**src/design/frbws_pkg.sv**
```systemverilog
// Shared types and constants of the frame rate blend weight scheduler.
package frbws_pkg;

	localparam int unsigned PERIOD_W = 32;
	localparam int unsigned OFFSET_W = 33;
	localparam int unsigned WEIGHT_W = 8;
	localparam int unsigned NUM_W    = PERIOD_W + WEIGHT_W;
	localparam int unsigned STEP_W   = 3;

	localparam logic [WEIGHT_W-1:0] WEIGHT_FULL = 8'hFF;

	localparam logic CFG_INPUT_PERIOD  = 1'b0;
	localparam logic CFG_OUTPUT_PERIOD = 1'b1;

	typedef enum logic [2:0] {
		ST_IDLE,
		ST_LIMIT,
		ST_CHECK,
		ST_DIFF,
		ST_SCALE,
		ST_DIV,
		ST_EMIT,
		ST_ERR
	} state_t;

endpackage

```
**src/design/frame_rate_blend_weight_scheduler.sv**
```systemverilog
// Top level: blend weight sequencer with a serial divider.
//
//  channel   direction  handshake              payload
//  in        sink       in_valid / in_ready    end_of_source
//  out       source     out_valid / out_ready  weight_older, weight_newer, output_index,
//                                              window_index, last_of_run, config_error
//  cfg       sink       cfg_valid / cfg_ready  cfg_index, cfg_data
//
// An item has its periods checked in the limit and check states; each result then takes an offset
// compare, a scale by 255, eight restoring divide steps and an emit, and a final offset compare
// closes the window.
// in_ready is high only while the sequencer is idle; cfg_ready is always high.
// A stalled output holds the sequencer in its emit state; reset initialises the control registers only.
module frame_rate_blend_weight_scheduler #(
	parameter int unsigned MAX_RUN = 64
) (
	input  logic        clk,
	input  logic        arst_n,
	input  logic        in_valid,
	output logic        in_ready,
	input  logic        end_of_source,
	output logic        out_valid,
	input  logic        out_ready,
	output logic [7:0]  weight_older,
	output logic [7:0]  weight_newer,
	output logic [31:0] output_index,
	output logic [31:0] window_index,
	output logic        last_of_run,
	output logic        config_error,
	input  logic        cfg_valid,
	output logic        cfg_ready,
	input  logic        cfg_index,
	input  logic [31:0] cfg_data
);
	import frbws_pkg::*;

	localparam int unsigned LIM_W = PERIOD_W + $clog2(MAX_RUN);
	localparam int unsigned RUN_W = $clog2(MAX_RUN + 1);

	state_t state_q, state_d;

	logic [PERIOD_W-1:0] input_period_q, output_period_q;
	logic                primed_q, finished_q, eos_q;
	logic [OFFSET_W-1:0] offset_q, nxt_q;
	logic [PERIOD_W-1:0] output_count_q, window_count_q;
	logic [RUN_W-1:0]    run_q;
	logic [LIM_W-1:0]    lim_q;
	logic [PERIOD_W-1:0] diff_q;
	logic [NUM_W-1:0]    rem_q;
	logic [WEIGHT_W-1:0] quo_q;
	logic [STEP_W-1:0]   step_q;
	logic                out_valid_q;

	logic                in_fire, out_free, out_load, cfg_fire;
	logic                bad_cfg, run_more;
	logic [NUM_W-1:0]    div_shift;
	logic [NUM_W:0]      div_cand;
	logic [OFFSET_W:0]   win_sub;
	logic                emit_last;

	assign in_fire  = in_valid && in_ready;
	assign cfg_fire = cfg_valid && cfg_ready;
	assign out_free = !out_valid_q || out_ready;

	assign bad_cfg = (input_period_q == '0) || (output_period_q == '0)
		|| (output_period_q > input_period_q)
		|| (LIM_W'(input_period_q) > lim_q);
	assign run_more = (offset_q <= OFFSET_W'(input_period_q)) && (run_q < RUN_W'(MAX_RUN));

	assign div_shift = NUM_W'(input_period_q) << step_q;
	assign div_cand  = {1'b0, rem_q} - {1'b0, div_shift};
	assign win_sub   = {1'b0, offset_q} - (OFFSET_W + 1)'(input_period_q);
	assign emit_last = (nxt_q > OFFSET_W'(input_period_q)) || (run_q == RUN_W'(MAX_RUN - 1));

	// next state
	always_comb begin
		state_d = state_q;
		unique case (state_q)
			ST_IDLE: begin
				if (in_fire && !finished_q) state_d = ST_LIMIT;
			end
			ST_LIMIT: state_d = ST_CHECK;
			ST_CHECK: begin
				if (bad_cfg) state_d = ST_ERR;
				else if (eos_q || !primed_q) state_d = ST_IDLE;
				else state_d = ST_DIFF;
			end
			ST_DIFF: begin
				if (run_more) state_d = ST_SCALE;
				else state_d = ST_IDLE;
			end
			ST_SCALE: state_d = ST_DIV;
			ST_DIV: begin
				if (step_q == '0) state_d = ST_EMIT;
			end
			ST_EMIT: begin
				if (out_free) state_d = ST_DIFF;
			end
			ST_ERR: begin
				if (out_free) state_d = ST_IDLE;
			end
			default: state_d = ST_IDLE;
		endcase
	end

	// outputs of the sequencer
	always_comb begin
		in_ready  = 1'b0;
		out_load  = 1'b0;
		cfg_ready = 1'b1;
		unique case (state_q)
			ST_IDLE: in_ready = 1'b1;
			ST_EMIT, ST_ERR: out_load = out_free;
			default: ;
		endcase
	end

	// control state
	always_ff @(posedge clk or negedge arst_n) begin
		if (!arst_n) begin
			state_q         <= ST_IDLE;
			input_period_q  <= PERIOD_W'(1);
			output_period_q <= PERIOD_W'(1);
			primed_q        <= 1'b0;
			finished_q      <= 1'b0;
			offset_q        <= '0;
			output_count_q  <= '0;
			window_count_q  <= '0;
			run_q           <= '0;
			step_q          <= '0;
			out_valid_q     <= 1'b0;
		end else begin
			state_q <= state_d;
			if (cfg_fire) begin
				unique case (cfg_index)
					CFG_INPUT_PERIOD:  input_period_q  <= cfg_data;
					CFG_OUTPUT_PERIOD: output_period_q <= cfg_data;
					default: ;
				endcase
			end
			if (out_load) out_valid_q <= 1'b1;
			else if (out_ready) out_valid_q <= 1'b0;

			unique case (state_q)
				ST_CHECK: begin
					if (!bad_cfg) begin
						if (eos_q) finished_q <= 1'b1;
						else if (!primed_q) primed_q <= 1'b1;
					end
					run_q <= '0;
				end
				ST_DIFF: begin
					if (!run_more) begin
						// window closes: carry the overshoot into the next one
						offset_q       <= win_sub[OFFSET_W] ? '0 : win_sub[OFFSET_W-1:0];
						window_count_q <= window_count_q + 1'b1;
					end
				end
				ST_SCALE: step_q <= STEP_W'(WEIGHT_W - 1);
				ST_DIV: step_q <= step_q - 1'b1;
				ST_EMIT: begin
					if (out_free) begin
						offset_q       <= nxt_q;
						run_q          <= run_q + 1'b1;
						output_count_q <= output_count_q + 1'b1;
					end
				end
				ST_ERR: begin
					if (out_free) finished_q <= 1'b1;
				end
				default: ;
			endcase
		end
	end

	// datapath and output payload
	always_ff @(posedge clk) begin
		if (in_fire) eos_q <= end_of_source;
		unique case (state_q)
			ST_LIMIT: lim_q <= LIM_W'(output_period_q) * LIM_W'(MAX_RUN - 1);
			ST_DIFF:  diff_q <= input_period_q - offset_q[PERIOD_W-1:0];
			ST_SCALE: begin
				// 255 * d as (d << 8) - d
				rem_q <= {diff_q, {WEIGHT_W{1'b0}}} - NUM_W'(diff_q);
				nxt_q <= offset_q + OFFSET_W'(output_period_q);
				quo_q <= '0;
			end
			ST_DIV: begin
				if (!div_cand[NUM_W]) begin
					rem_q <= div_cand[NUM_W-1:0];
					quo_q <= {quo_q[WEIGHT_W-2:0], 1'b1};
				end else begin
					quo_q <= {quo_q[WEIGHT_W-2:0], 1'b0};
				end
			end
			default: ;
		endcase
		if (out_load) begin
			output_index <= output_count_q;
			window_index <= window_count_q;
			if (state_q == ST_ERR) begin
				weight_older <= '0;
				weight_newer <= '0;
				last_of_run  <= 1'b1;
				config_error <= 1'b1;
			end else begin
				weight_older <= quo_q;
				weight_newer <= WEIGHT_FULL - quo_q;
				last_of_run  <= emit_last;
				config_error <= 1'b0;
			end
		end
	end

	assign out_valid = out_valid_q;

endmodule

```
**config.mk**
```make
export PLATFORM = sky130hd
export DESIGN_NAME = frame_rate_blend_weight_scheduler
export DESIGN_NICKNAME = d
export VERILOG_FILES = /design/src/design/frbws_pkg.sv /design/src/design/frame_rate_blend_weight_scheduler.sv
export SDC_FILE = /design/constraint.sdc
export NUM_CORES = 1
export LEC_CHECK = 0
export BUFFER_PORTS_ARGS = -buffer_cell sky130_fd_sc_hd__buf_2
export CAP_MARGIN = 10
export CORE_MARGIN = 5
export CORE_UTILIZATION = 51
export CTS_CLUSTER_SIZE = 8
export DETAILED_ROUTE_END_ITERATION = 8
export PLACE_DENSITY = 0.7
export SYNTH_ARGS = -nofsm -noshare
export SYNTH_HDL_FRONTEND = slang
export SYNTH_SLANG_ARGS = --single-unit
export TNS_END_PERCENT = 30
```
**constraint.sdc**
```tcl
create_clock -name clk -period 6.3 [get_ports clk]
set_clock_uncertainty 0.15 [all_clocks]
set_input_delay 0.63 -clock clk [delete_from_list [all_inputs] [get_ports clk]]
set_output_delay 0.63 -clock clk [all_outputs]
set_load 0.03 [all_outputs]
```
==> results.ini <==
[run_status]
status=completed

[yosys]
synthArstFlopShare_pct=43.1
synth.most_common_cell=inv_1
seq_area_frac_synth_pct=36.5
yosys.area_share.simple_pct=11.7
synth_flop_cell=edfxtp_1
synth_compound_area_share_pct=16.1
synth_top_cell_area_share_pct=22.4
synth_nets=3648
synth_largest_area_cell=edfxtp_1
synth_xor_area_share_pct=6.97
avgSynthCellArea_um2=9.85
ys_ff_latch=411
synth_edf_count=234
muxShareOfSynthArea_pct=3.94
synth_fa_ha_area_share_pct=18.9
synth_cell_types=90
synthesis.area_mm2=0.0314
synthTopCellsByCount=inv_1, ha_1, a21oi_1
synthesis.instances=3191
synth.area.top_cells=edfxtp_1, dfrtp_1, ha_1
ys_warn_count=0
synth_top_family_by_area=adder cells

[detailed_routing]
ant_nets=0
drc=0
vias_per_cell=5.72
dr.first_iter.drc_count=1504
wl_um=78200
avgRoutedWirePerCell_um=18.9
drtPass1Iterations=5
num_vias=23600

[sta]
rsz0062_at_grt=no
fin_crit_ns=5.49
max_freq_mhz=182
finalHoldViolCount=0
slew_viol_final=0
setup_viol_count_final=0
relSlewSlack_pct=33.8
tightest_slew_ns=0.990
setup_tns_ns=0
finalCritPeriodShare_pct=87.2

[global_route]
antenna_found_initial=1
grt_pass1_wl_um=126000
grt-ovfl-total=0
gr-usage-all-layers_pct=23.1
grt_max_degree=143
grt_pass1_vias=23700

[setup_path]
cp.arrival_ns=5.71
cpLargestDelayFamily=compound AO/OA/AOI/OAI gates
worst_setup_path_end_kind=flip-flop
slowest_stage=fa_1
setup.worst_path.start_class=flip-flop
max_stage_delay_ns=0.62
crit_top_cell=inv_1
cp_max_fo=5
cp_num_buf_inv=4
required_ns=6.51
critPathKind=flip-flop to flip-flop
crit_chain=inv_1, fa_1, inv_1, fa_1, inv_1, fa_1, inv_1, ha_1, a2111o_1, o221ai_1, a22oi_1, a31oi_1, o21bai_1, a21o_1, a211o_1, o41ai_1, xnor2_1

[clocking]
cts_resized=0
clk_pin_slew_ns=0.05
cts_tree=built
cts_setup_buffers=0
clkLatencyLatePin_ns=0.63
cts_inserted_buffers=58
cts_max_level=2
cts.sinks=411
cts_buffer_depth=3
cts-root-buf=clkbuf_16

[cells_and_area]
stdcell_area_mm2=0.0345
fin_nets=3751
utilization_pct=56.2
fillers=5262
drive_above_1_share_pct=9.06
area_growth_syn_to_layout_pct=9.80

[place]
placed_area_mm2=0.0328
io_buffers=122
hpwl_um=60600
gp_congestion=0.952

[pwr]
powerDensity_mw_per_mm2=620
vdd_drop_max_v=0.000839
leakage_nw=15.3

[floorplanning]
io_pins=124
die_height_um=258
dieWidth_um=258
start_util_pct=51.2
core_mm2=0.0614
rows=91
dieArea_mm2=0.0667

[worst_hold_path]
min_path_type=primary input to flip-flop

[run]
cap_violations=0

[layout by cell type, fill, tap and decap left out, types with 58 or more instances in the layout]
master	n
nand4_1	67
nand2_1	208
nor2_1	188
xor2_1	76
clkbuf_16	58
edfxtp_1	234
nand3_1	65
dfrtp_1	174
inv_1	355
fa_1	95
xnor2_1	174
a21o_1	113
buf_2	121
ha_1	323
o21ai_0	156
a21oi_1	280
[routing by layer]
layer	share of wire, %	track usage (%)	vias up
met2	46	38.0	591
met3	4.5	2.50	150
li1	-	-	11600
met4	4.1	8.28	0
met5	0	0	-
met1	45	32.2	11300
[cell families (layout without fill, tap and decap cells)]
logic type | Yosys count | in the layout
adder cells (fa/ha/maj) | 418 | 418
AND/OR/NAND/NOR | 758 | 758
AO/OA/AOI/OAI | 803 | 803
buffers and inverters | 458 | 610
flip-flops | 411 | 411
multiplexers | 92 | 92
XOR/XNOR | 250 | 250
other | 1 | 3
[path summary, 6_finish.rpt]
kind / start / slack, ns / cells past startpoint / endpoint
max: output_period_q[5] / 0.81 / 17 / lim_q[37]
min: end_of_source / 0.04 / 1 / eos_q
max reg2reg: output_period_q[5] / 0.81 / 17 / lim_q[37]
min reg2reg: primed_q / 0.31 / 2 / primed_q
max in group asynchronous: arst_n / 4.55 / 3 / offset_q[0]
min in group asynchronous: arst_n / 0.32 / 2 / window_count_q[10]
[metrics by stage]
stage | power [W] | setup WS [ns] | hold WS (ns) | std cells
3_5_place_dp | 0.0183 | 0.811 | 0.303 | 4023
2_1_floorplan | 0.0155 | 0.742 | 0.184 | 3191
5_1_grt | 0.0233 | 0.511 | 0.0185 | 4134
3_3_place_gp | 0.0182 | 0.904 | 0.286 | 4023
6_report | 0.0214 | 0.806 | 0.0410 | 4135
4_1_cts | 0.0214 | 0.769 | 0.00936 | 4133
[report_power, final]
| part | switching [W] | internal [W] | leakage [nW] |
|---|---|---|---|
| combinational | 0.00785 | 0.00579 | 10.2 |
| clock | 0.00122 | 0.00175 | 0.814 |
| sequential | 0.000625 | 0.00415 | 4.28 |
| total | 0.00970 | 0.0117 | 15.3 |
[worst reg2reg max path: cells and delay by family, from the launching register on]
family	cells	cell delay [ns]
compound gates	8	2.25
xor+xnor	1	0.12
fa+ha+maj	4	1.92
buf+inv	4	0.32
flops	1	0.45
[state kept, by name (all words and copies together) (netlist names), 33 cells and up]
| name | flops |
|---|---|
| offset_q | 33 |
| nxt_q | 33 |
| rem_q | 40 |
| lim_q | 38 |
[cell type report]
cell class / count / area (um2) / area share [%]
clock buffer: 105 / 1650 / 4.78
tap: 790 / 988 / 2.87
antenna: 2 / 5.00 / 0.0145
sequential: 411 / 11500 / 33.2
timing repair buffer: 142 / 797 / 2.31
inverter: 359 / 1350 / 3.91
multi-input combinational: 2322 / 18200 / 52.7
clock inverter: 4 / 75.1 / 0.218
[timing repair]
action,in CTS,in global routing
endpoints found under the hold margin,35,0
setup endpoints to repair,0,0
hold buffers,1,0
(Power assumes the default switching activity.)
